$ cat src/rtl/pksd_pkg.sv
package pksd_pkg;

  // Table depth and sequence limits
  localparam int unsigned FlowEntries = 16;
  localparam int unsigned MaxKnocks   = 4;
  localparam int unsigned NumPorts    = 4;

  // Transport protocols that take part
  localparam logic [7:0] IpprotoTcp = 8'd6;
  localparam logic [7:0] IpprotoUdp = 8'd17;

  // Configuration register indexes
  localparam logic [2:0] RegKnockLength = 3'd0;
  localparam logic [2:0] RegKnockPortA  = 3'd1;
  localparam logic [2:0] RegKnockPortB  = 3'd2;
  localparam logic [2:0] RegKnockPortC  = 3'd3;
  localparam logic [2:0] RegKnockPortD  = 3'd4;

  typedef struct packed {
    logic [31:0] src_addr;
    logic [31:0] dst_addr;
    logic [15:0] src_port;
  } key_t;

  // Lookup word that walks down the row of flow cells
  typedef struct packed {
    logic        vld;
    logic        act;
    key_t        key;
    logic [15:0] dst_port;
    logic        hit;
    logic        trig;
    logic [1:0]  prog;
    logic        free_found;
  } token_t;

  typedef struct packed {
    logic en;
    key_t key;
  } alloc_t;

  typedef struct packed {
    logic [2:0]                 len;
    logic [NumPorts-1:0][15:0]  ports;
  } cfg_t;

  typedef struct packed {
    logic       trig;
    logic       full;
    logic [1:0] prog;
  } result_t;

endpackage

$ cat src/rtl/port_knock_sequence_detector.sv
// Port knock sequence detector. Each accepted header word walks down a row of
// FlowEntries flow cells, one cell per cycle; each cell holds one flow (source
// address, destination address, source port) and its next expected knock index.
// The result word is registered when the header word leaves the last cell, and
// no new header is taken before then, so the block holds one header at a time,
// walking the cell row. A result word that cannot leave is parked and holds off
// further headers until it moves to the output. A new flow whose header matches
// the first knock port of a longer-than-one sequence is stored in the first free
// cell at the end of the walk; when no cell is free, table_full is raised. Non
// TCP/UDP headers still walk the row and give an all-zero result.
// Configuration writes are accepted at any time but should be made while idle.
module port_knock_sequence_detector #(
  parameter int unsigned FlowEntries = pksd_pkg::FlowEntries
) (
  input  logic        clk_i,
  input  logic        rst_ni,
  // configuration write channel
  input  logic        cfg_valid_i,
  output logic        cfg_ready_o,
  input  logic [2:0]  cfg_index_i,
  input  logic [15:0] cfg_data_i,
  // header channel
  input  logic        in_valid_i,
  output logic        in_ready_o,
  input  logic [7:0]  ip_protocol_i,
  input  logic [31:0] src_addr_i,
  input  logic [31:0] dst_addr_i,
  input  logic [15:0] src_port_i,
  input  logic [15:0] dst_port_i,
  // result channel
  output logic        out_valid_o,
  input  logic        out_ready_i,
  output logic        triggered_o,
  output logic        table_full_o,
  output logic [1:0]  progress_o
);

  logic [2:0]                          knock_length_q;
  logic [pksd_pkg::NumPorts-1:0][15:0] knock_ports_q;
  pksd_pkg::cfg_t                      cfg;

  pksd_pkg::token_t tok_head;
  pksd_pkg::token_t tok_chain [FlowEntries+1];
  pksd_pkg::token_t tail;
  pksd_pkg::alloc_t alloc;
  pksd_pkg::result_t res;

  logic busy_q;
  logic out_valid_q;
  logic pend_valid_q;
  pksd_pkg::result_t out_q;
  pksd_pkg::result_t pend_q;
  logic in_acc;
  logic out_free;

  // Configuration registers
  assign cfg_ready_o = 1'b1;

  always_ff @(posedge clk_i or negedge rst_ni) begin
    if (!rst_ni) begin
      knock_length_q <= 3'd1;
      knock_ports_q  <= '0;
    end else if (cfg_valid_i) begin
      case (cfg_index_i)
        pksd_pkg::RegKnockLength: knock_length_q   <= cfg_data_i[2:0];
        pksd_pkg::RegKnockPortA:  knock_ports_q[0] <= cfg_data_i;
        pksd_pkg::RegKnockPortB:  knock_ports_q[1] <= cfg_data_i;
        pksd_pkg::RegKnockPortC:  knock_ports_q[2] <= cfg_data_i;
        pksd_pkg::RegKnockPortD:  knock_ports_q[3] <= cfg_data_i;
        default: ;
      endcase
    end
  end

  // Clamp the sequence length to one .. MaxKnocks
  always_comb begin
    cfg.ports = knock_ports_q;
    if (knock_length_q == 3'd0) begin
      cfg.len = 3'd1;
    end else if (knock_length_q > 3'(pksd_pkg::MaxKnocks)) begin
      cfg.len = 3'(pksd_pkg::MaxKnocks);
    end else begin
      cfg.len = knock_length_q;
    end
  end

  // Inject the accepted header at the head of the row
  assign in_ready_o = !busy_q && !pend_valid_q;
  assign in_acc     = in_valid_i && in_ready_o;

  always_comb begin
    tok_head              = '0;
    tok_head.vld          = in_acc;
    tok_head.act          = (ip_protocol_i == pksd_pkg::IpprotoTcp) ||
                            (ip_protocol_i == pksd_pkg::IpprotoUdp);
    tok_head.key.src_addr = src_addr_i;
    tok_head.key.dst_addr = dst_addr_i;
    tok_head.key.src_port = src_port_i;
    tok_head.dst_port     = dst_port_i;
  end

  assign tok_chain[0] = tok_head;

  for (genvar g = 0; g < FlowEntries; g++) begin : g_cell
    pksd_cell u_cell (
      .clk_i   (clk_i),
      .rst_ni  (rst_ni),
      .cfg_i   (cfg),
      .alloc_i (alloc),
      .tok_i   (tok_chain[g]),
      .tok_o   (tok_chain[g+1])
    );
  end

  assign tail = tok_chain[FlowEntries];

  // Settle the result at the tail; store a new flow in the claimed cell
  always_comb begin
    res       = '0;
    alloc.en  = 1'b0;
    alloc.key = tail.key;
    if (tail.vld && tail.act) begin
      if (tail.hit) begin
        res.trig = tail.trig;
        res.prog = tail.prog;
      end else if (tail.dst_port == knock_ports_q[0]) begin
        if (cfg.len == 3'd1) begin
          res.trig = 1'b1;
        end else if (tail.free_found) begin
          alloc.en = 1'b1;
          res.prog = 2'd1;
        end else begin
          res.full = 1'b1;
        end
      end
    end
  end

  assign out_free = !out_valid_q || out_ready_i;

  // Hold the result word, parking it when the output is still occupied
  always_ff @(posedge clk_i or negedge rst_ni) begin
    if (!rst_ni) begin
      busy_q       <= 1'b0;
      out_valid_q  <= 1'b0;
      pend_valid_q <= 1'b0;
    end else begin
      if (in_acc) begin
        busy_q <= 1'b1;
      end else if (tail.vld) begin
        busy_q <= 1'b0;
      end
      if (out_free) begin
        if (pend_valid_q) begin
          out_valid_q  <= 1'b1;
          pend_valid_q <= tail.vld;
        end else begin
          out_valid_q <= tail.vld;
        end
      end else if (tail.vld) begin
        pend_valid_q <= 1'b1;
      end
    end
  end

  always_ff @(posedge clk_i) begin
    if (out_free) begin
      if (pend_valid_q) begin
        out_q <= pend_q;
        if (tail.vld) begin
          pend_q <= res;
        end
      end else if (tail.vld) begin
        out_q <= res;
      end
    end else if (tail.vld) begin
      pend_q <= res;
    end
  end

  assign out_valid_o  = out_valid_q;
  assign triggered_o  = out_q.trig;
  assign table_full_o = out_q.full;
  assign progress_o   = out_q.prog;

endmodule

$ cat src/rtl/pksd_cell.sv
module pksd_cell (
  input  logic             clk_i,
  input  logic             rst_ni,
  input  pksd_pkg::cfg_t   cfg_i,
  input  pksd_pkg::alloc_t alloc_i,
  input  pksd_pkg::token_t tok_i,
  output pksd_pkg::token_t tok_o
);

  logic             valid_q;
  logic             claim_q;
  pksd_pkg::key_t   key_q;
  logic [1:0]       idx_q;
  pksd_pkg::token_t tok_q;
  pksd_pkg::token_t tok_d;

  logic       match;
  logic       idx_ok;
  logic       last;
  logic       first_free;
  logic [1:0] new_idx;

  // Compare the passing word with the stored flow and work out the next index
  always_comb begin
    match      = tok_i.vld && tok_i.act && valid_q && !tok_i.hit && (key_q == tok_i.key);
    idx_ok     = ({1'b0, idx_q} < cfg_i.len) && (tok_i.dst_port == cfg_i.ports[idx_q]);
    last       = ({1'b0, idx_q} == (cfg_i.len - 3'd1));
    first_free = tok_i.vld && tok_i.act && !valid_q && !tok_i.free_found;
    if (idx_ok && !last) begin
      new_idx = idx_q + 2'd1;
    end else begin
      new_idx = 2'd0;
    end

    tok_d = tok_i;
    if (match) begin
      tok_d.hit  = 1'b1;
      tok_d.trig = idx_ok && last;
      tok_d.prog = new_idx;
    end
    if (first_free) begin
      tok_d.free_found = 1'b1;
    end
  end

  // Advance the word to the neighbour; remember whether this cell is the first free one
  always_ff @(posedge clk_i or negedge rst_ni) begin
    if (!rst_ni) begin
      tok_q   <= '0;
      claim_q <= 1'b0;
      valid_q <= 1'b0;
    end else begin
      tok_q <= tok_d;
      if (tok_i.vld) begin
        claim_q <= first_free;
      end
      if (alloc_i.en && claim_q) begin
        valid_q <= 1'b1;
      end
    end
  end

  // Store a new flow or update the index of this one
  always_ff @(posedge clk_i) begin
    if (alloc_i.en && claim_q) begin
      key_q <= alloc_i.key;
      idx_q <= 2'd1;
    end else if (match) begin
      idx_q <= new_idx;
    end
  end

  assign tok_o = tok_q;

endmodule
$ cat config.mk
export PLATFORM = sky130hd
export DESIGN_NAME = port_knock_sequence_detector
export DESIGN_NICKNAME = d
export VERILOG_FILES = /design/src/rtl/pksd_pkg.sv /design/src/rtl/port_knock_sequence_detector.sv /design/src/rtl/pksd_cell.sv
export SDC_FILE = /design/constraint.sdc
export NUM_CORES = 2
export LEC_CHECK = 0
export BUFFER_PORTS_ARGS = -buffer_cell sky130_fd_sc_hd__buf_2
export CAP_MARGIN = 20
export CELL_PAD_IN_SITES_DETAIL_PLACEMENT = 1
export CELL_PAD_IN_SITES_GLOBAL_PLACEMENT = 1
export CORE_ASPECT_RATIO = 0.6
export CORE_MARGIN = 4
export CORE_UTILIZATION = 40
export DETAILED_ROUTE_END_ITERATION = 6
export PLACE_DENSITY = 0.7
export SYNTH_ARGS = -nofsm -noshare
export SYNTH_HDL_FRONTEND = slang
export SYNTH_SLANG_ARGS = --single-unit
export TNS_END_PERCENT = 50
$ cat constraint.sdc
create_clock -name clk_i -period 5.3 [get_ports clk_i]
set_input_delay 0.53 -clock clk_i [delete_from_list [all_inputs] [get_ports clk_i]]
set_output_delay 0.53 -clock clk_i [all_outputs]
set_load 0.01 [all_outputs]
* Yosys cells after proc, flatten, opt, wreduce, memory -nomap -nowiden
Index checks and enable logic that the tools add are counted.
** Word-level totals
- Output and inout port bits :: 7
- Word-level logic and storage cells :: 723
- Flip-flop bits (word level) :: 3070
** Operators by class
- $add $sub $neg :: 17
- Order comparisons :: 33
- Muxes and demuxes :: 107
- Reductions and logical operators :: 239
- Equal/unequal tests :: 57
** Operators with widths (number)
- $eq A80 B80 Y1 :: 16
- $bmux W16 S2 :: 16
- $eq A16 B16 Y1 :: 17
- $mux W16 :: 16
- $logic_and A1 B1 Y1 :: 161
- $mux W4 :: 23
- $logic_not A1 Y1 :: 65
- $eq A2 B3 Y1 :: 16
- $lt A2 B3 Y1 :: 16
- $lt A2 B3 Y1 const B :: 16
- $mux W2 :: 17
- $add A2 B1 Y2 const B :: 16
- $mux W1 :: 32
- $reduce_and A2 Y1 :: 6
- $mux W3 :: 3
- $eq A8 B3 Y1 const B :: 1
- $eq A8 B5 Y1 const B :: 1
- $eq A3 B1 Y1 const B :: 2
- $eq A3 B2 Y1 const B :: 2
- $logic_not A3 Y1 :: 2
- $reduce_bool A2 Y1 :: 3
- $eq A3 B3 Y1 const B :: 1
- $gt A3 B3 Y1 const B :: 1
- $sub A3 B1 Y3 const B :: 1
- 2 further kinds :: 3

* Depth between registers and ports, before layout
- Word-level depth :: 11
- Depth in mapped cells :: 13
- Gate-level depth less buffers :: 10

* Hierarchy
A second synthesis with hierarchy kept.
** Unflattened totals
- Cell total of the unflattened synthesis :: 6767
- Area total of the unflattened synthesis :: 115323.1 um^2
** By module, submodules not included
- pksd_cell (g_cell[10].u_cell ...) :: area an instance 6998.0 um^2, instances 14, cells each 406
- pksd_cell (g_cell[11].u_cell) :: area an instance 7033.0 um^2, instances 1, cells each 431
- pksd_cell (g_cell[0].u_cell) :: area an instance 7020.5 um^2, instances 1, cells each 429
- port_knock_sequence_detector :: area an instance 3298.2 um^2, instances 1, cells each 223

* Worst setup path after synthesis
OpenSTA, ideal clock, no wires.
- Path kind :: reg2reg
- From :: reg knock_length_q[2]
- To :: reg g_cell[7].u_cell.key_q[0] (netlist bit) (enable)
- Slack :: 453 ps
- Data required time :: 4853 ps
- Library setup time :: 447 ps
- Cell stages (with the launch flop) :: 9
- Data arrival time :: 4400 ps
- Cells stage by stage :: dfrtp_1 -> clkbuf_1 -> clkbuf_1 -> a21oi_1 -> ha_1 -> nor2b_1 -> nor4_1 -> clkbuf_1 -> and2_1
** On the way
- Word-level cells in the longest chain between the ends :: 9
** RTL lines
- start, declared :: line port_knock_sequence_detector.sv:38 : logic [2:0] knock_length_q;
- start signal, assigned :: line port_knock_sequence_detector.sv:65 : pksd_pkg::RegKnockLength: knock_length_q <= cfg_data_i[2:0];
- $gt A3 B3 Y1 :: line port_knock_sequence_detector.sv:80 : end else if (knock_length_q > 3'(pksd_pkg::MaxKnocks)) begin
- $mux W3 :: line port_knock_sequence_detector.sv:80
- $mux W3 * :: line port_knock_sequence_detector.sv:78 : if (knock_length_q == 3'd0) begin
- $eq A3 B1 Y1 * :: line port_knock_sequence_detector.sv:127 : if (cfg.len == 3'd1) begin
- $mux W1 * :: line port_knock_sequence_detector.sv:127
- $mux W1 * :: line port_knock_sequence_detector.sv:126 : end else if (tail.dst_port == knock_ports_q[0]) begin
- $mux W1 * :: line port_knock_sequence_detector.sv:123 : if (tail.hit) begin
- $mux W1 * :: line port_knock_sequence_detector.sv:122 : if (tail.vld && tail.act) begin
- $logic_and A1 B1 Y1 * :: line pksd_cell.sv:65 : if (alloc_i.en && claim_q) begin
- end signal, assigned :: line pksd_cell.sv:66 : key_q <= alloc_i.key;
- end, declared :: line pksd_cell.sv:12 : pksd_pkg::key_t key_q;
Every way passes the cells marked *; elsewhere a longest branch is shown, timed or not.
A chain may end at the register's enable or synchronous reset.

* Final worst setup path
- From :: reg g_cell[6].u_cell.valid_q
- To :: reg g_cell[6].u_cell.idx_q[1]
** On the way
- Word-level cells in the longest chain between the ends :: 3
** RTL lines
- start, declared :: line pksd_cell.sv:10 : logic valid_q;
- start signal, assigned :: line pksd_cell.sv:51 : valid_q <= 1'b0;
- start signal, assigned :: line pksd_cell.sv:58 : valid_q <= 1'b1;
- $logic_and A1 B1 Y1 (3 in a row) :: line pksd_cell.sv:25 : match = tok_i.vld && tok_i.act && valid_q && !tok_i.hit && (key_q == tok_i.key);
- end signal, assigned :: line pksd_cell.sv:69 : idx_q <= new_idx;
- end, declared :: line pksd_cell.sv:13 : logic [1:0] idx_q;
No other way between the ends.

==> summary.txt <==
Status
  • Status: complete, no violations

Setup path
  • Arr. time, crit path: 4.72 ns
  • Critical path's slowest cell: or4_1
  • Worst setup EP type: register
  • Startpoint Class: register
  • Most used cell, CP: or4_1
  • Crit Path Class: reg2reg
  • Worst-path maximum fanout: 10
  • CP Data Required Time: 6.10 ns
  • Critical Path Max Stage Delay: 0.84 ns
  • Worst-path cell chain: inv_1 -> or4_1 -> nor4_1 -> nand4_1 -> or4_1 -> or4_1 -> a21oi_1

Floorplanning
  • Die Y: 421 um
  • Cell Rows: 151
  • Die area: 293000 um2
  • I/O pin total: 135
  • Die W: 697 um
  • Core ar.: 283000 um2
  • Initial core utilization: 40.3%

Clock tree
  • CTS tree: built
  • H-tree lvl count: 5
  • Clk Latency, worst-skew pair: 0.92 ns
  • CTS Buf Count: 281
  • Reg clk slew, reported paths: 0.06 ns
  • CTS sink cnt: 3070
  • Clk Tree Root Cell: clkbuf_16
  • Bufs on Longest Clock Path: 4

GRT
  • Total gr overflow: 0
  • Most used routing layer: met1
  • First-pass GRT wire length: 626 mm
  • Met2 usage in global routing: 38.4%
  • Largest net degree at the start of global routing: 144
  • Grt met1 use: 49.0%
  • Met3 Usage GRT: 15.8%
  • Vias in the first global route: 69600
  • Antenna violations before repair: 132
  • Total track usage: 31.8%

STA
  • Least-Margin Pin Slew: 1.36 ns
  • Fmax: 0.255 GHz
  • Tmin final: 3.92 ns
  • # setup viols final: 0
  • Fin Setup TNS: 0 ns
  • Final Hold Fails: 0
  • Clock skew: 0.0963 ns
  • Slew headroom: 9.12%
  • RSZ-0062 raised after global routing: no
  • Final critical-path share of the clock period: 74.0%
  • PnR worst setup slack: 1.38 ns
  • Max Slew Vio Count: 0

Logic synthesis
  • Count of cell types in the netlist: 86
  • Top cells by area, synth: dfrtp_1 38%, edfxtp_1 34%, xnor2_1 6.0%, mux4_2 4.1%, xor2_1 4.0%
  • Cell taking the most area after synthesis: dfrtp_1
  • Avg Inst Size Synth: 16.5 um2
  • Ys Warns: 0
  • Primary FF master, synth: dfrtp_1
  • Syn nets: 7055
  • Synth top area share: 38.5%
  • Async set-reset flop share out of synthesis: 57.0%
  • Sequential area share after synthesis: 73.0%
  • Post-synth EDFFs: 1288
  • Number of synthesized register bits: 3070
  • Area of the mapped netlist: 114000 um2
  • Mapped Cells: 6893

Route
  • DRC violations left: 0
  • DRT antenna net count: 0
  • Routed len/inst: 40.9 um
  • Post-Route WL: 472 mm
  • Initial DRT Pass Iterations: 6
  • Via-per-instance ratio: 6.18
  • Vias: 71400
  • DRT iter0 DRCs: 14400

Worst hold path
  • HP Class: in2reg

Place
  • Final Wtd Congestion: 0.977
  • Post-Place Setup Slack: 1.49 ns
  • Area after DPL: 121000 um2
  • Hpwl dp: 337 mm
  • DP Cell Count: 10800
  • Port Buf Inserts: 133

Layout
  • Finished Core Util: 46.6%
  • Final instance area: 132000 um2
  • Share of layout cells above drive strength 1: 15.7%
  • Final Non-Filler Cells: 11600
  • Area delta synth->final: 15.8%
  • FILL cells: 27000
  • Nets: 7661

Pwr
  • LEAKAGE: 49.6 nW
  • Max IR drop VDD: 0.256 mV
  • Pwr/cell area: 406 nW/um2

Run
  • Max_cap viols: 0
[critical path, delay by kind of cell, from the launching register on]
kind / cells / cell delay [ns]
AND/OR/NAND/NOR: 5 / 3.00
flip-flops: 1 / 0.41
AO/OA/AOI/OAI: 1 / 0.21
buffers and inverters: 1 / 0.19
[worst paths after layout]
kind | startpoint | end | slack, ns | depth (start not counted)
setup / recovery | g_cell[6].u_cell.valid_q$_DFFE_PN0P_ | g_cell[6].u_cell.idx_q[1]$_SDFFE_PP0P_ | 1.38 | 7
hold / removal | out_ready_i | out_valid_o$_DFFE_PN0N_ | 0.04 | 3
setup reg to reg | g_cell[6].u_cell.valid_q$_DFFE_PN0P_ | g_cell[6].u_cell.idx_q[1]$_SDFFE_PP0P_ | 1.38 | 7
hold reg to reg | g_cell[11].u_cell.tok_o[99]$_DFF_PN0_ | g_cell[12].u_cell.tok_o[99]$_DFF_PN0_ | 0.36 | 0
max in group asynchronous | rst_ni | g_cell[15].u_cell.tok_o[11]$_DFF_PN0_ | 3.13 | 3
min in group asynchronous | rst_ni | g_cell[7].u_cell.tok_o[53]$_DFF_PN0_ | 0.25 | 2
[placed cells by master, fill, tap and decap left out, types with 82 or more instances in the layout]
master	n
dfrtp_1	1727
edfxtp_1	1288
xnor2_1	779
xor2_1	519
clkbuf_16	296
inv_1	288
nand4_1	250
mux4_2	208
nor4_1	202
buf_4	202
nand2_1	150
buf_2	133
nor2b_1	121
dlygate4sd3_1	114
nand2b_1	103
mux2_2	100
mux2i_1	99
o22ai_1	87
diode_2	82
[cell usage after synthesis, types with 51 or more instances]
master and instances:
dfrtp_1 1749, edfxtp_1 1288, xnor2_1 779, xor2_1 520, inv_1 298, nand4_1 250, mux4_2 208, nor4_1 208
nand2_1 150, clkbuf_1 134, nor2b_1 121, nand2b_1 103, mux2_2 100, mux2i_1 99, o22ai_1 87, nor3_1 68
nand3_1 62, nor2_1 51
[flip-flops by register name (all words and copies together), names as in the netlist]
| name | flops |
|---|---|
| table_full_o | 1 |
| triggered_o | 1 |
| g_cell.u_cell.idx_q | 32 |
| cfg | 64 |
| busy_q | 1 |
| g_cell.u_cell.key_q | 1280 |
| out_valid_o | 1 |
| g_cell.u_cell.claim_q | 16 |
| progress_o | 2 |
| knock_length_q | 3 |
| pend_q | 4 |
| g_cell.u_cell.valid_q | 16 |
| pend_valid_q | 1 |
| g_cell.u_cell.tok_o | 1648 |
[routing by layer]
metal,up-vias,share of wire [%]
met3,663,17
met5,-,0.038
met2,5976,37
li1,26300,-
met1,38400,42
met4,6,2.8
[per-stage QoR]
step | power [mW] | hold slack, ns
after floorplan | 28.8 | 0.234
after global placement | 31.9 | 0.360
after detailed placement | 32.0 | 0.368
after CTS | 53.2 | 0.00582
after global routing | 54.7 | 0.0631
final | 53.5 | 0.0416
[cell families (layout without fill, tap and decap cells)]
family,Yosys count,in the layout,synth area share (%)
other cells,1,83,0.00330
compound gates,421,421,2.77
fa+ha+maj,35,35,0.383
flops,3070,3070,73.0
xor+xnor,1300,1300,10.0
simple gates,1191,1191,6.17
buf+inv,467,1295,1.61
mux,408,408,6.00
[power by group]
group,internal (mW),switching [mW],leakage [nW]
Sequential,25.5,1.59,32.6
Combinational,1.72,3.23,12.3
Clock,12.0,9.43,4.67
Total,39.3,14.2,49.6
[area by class of cell]
class / count / area (um2) / area share (%)
flip-flops and latches: 3070 / 83100 / 63.1
multi-input cells: 3356 / 28900 / 21.9
clock buffers: 395 / 8280 / 6.28
well taps: 3748 / 4690 / 3.56
repair buffers: 490 / 4200 / 3.19
clock inverters: 110 / 1190 / 0.904
inverters: 300 / 1140 / 0.864
diodes: 82 / 205 / 0.156
[what timing repair did]
item                                   in CTS  in global routing
setup buffers                               0                  0
hold buffers                              114                  0
endpoints found under the hold margin     238                  0
resized for setup                           0                  0
Note: power is estimated with default switching activity, not from simulation.
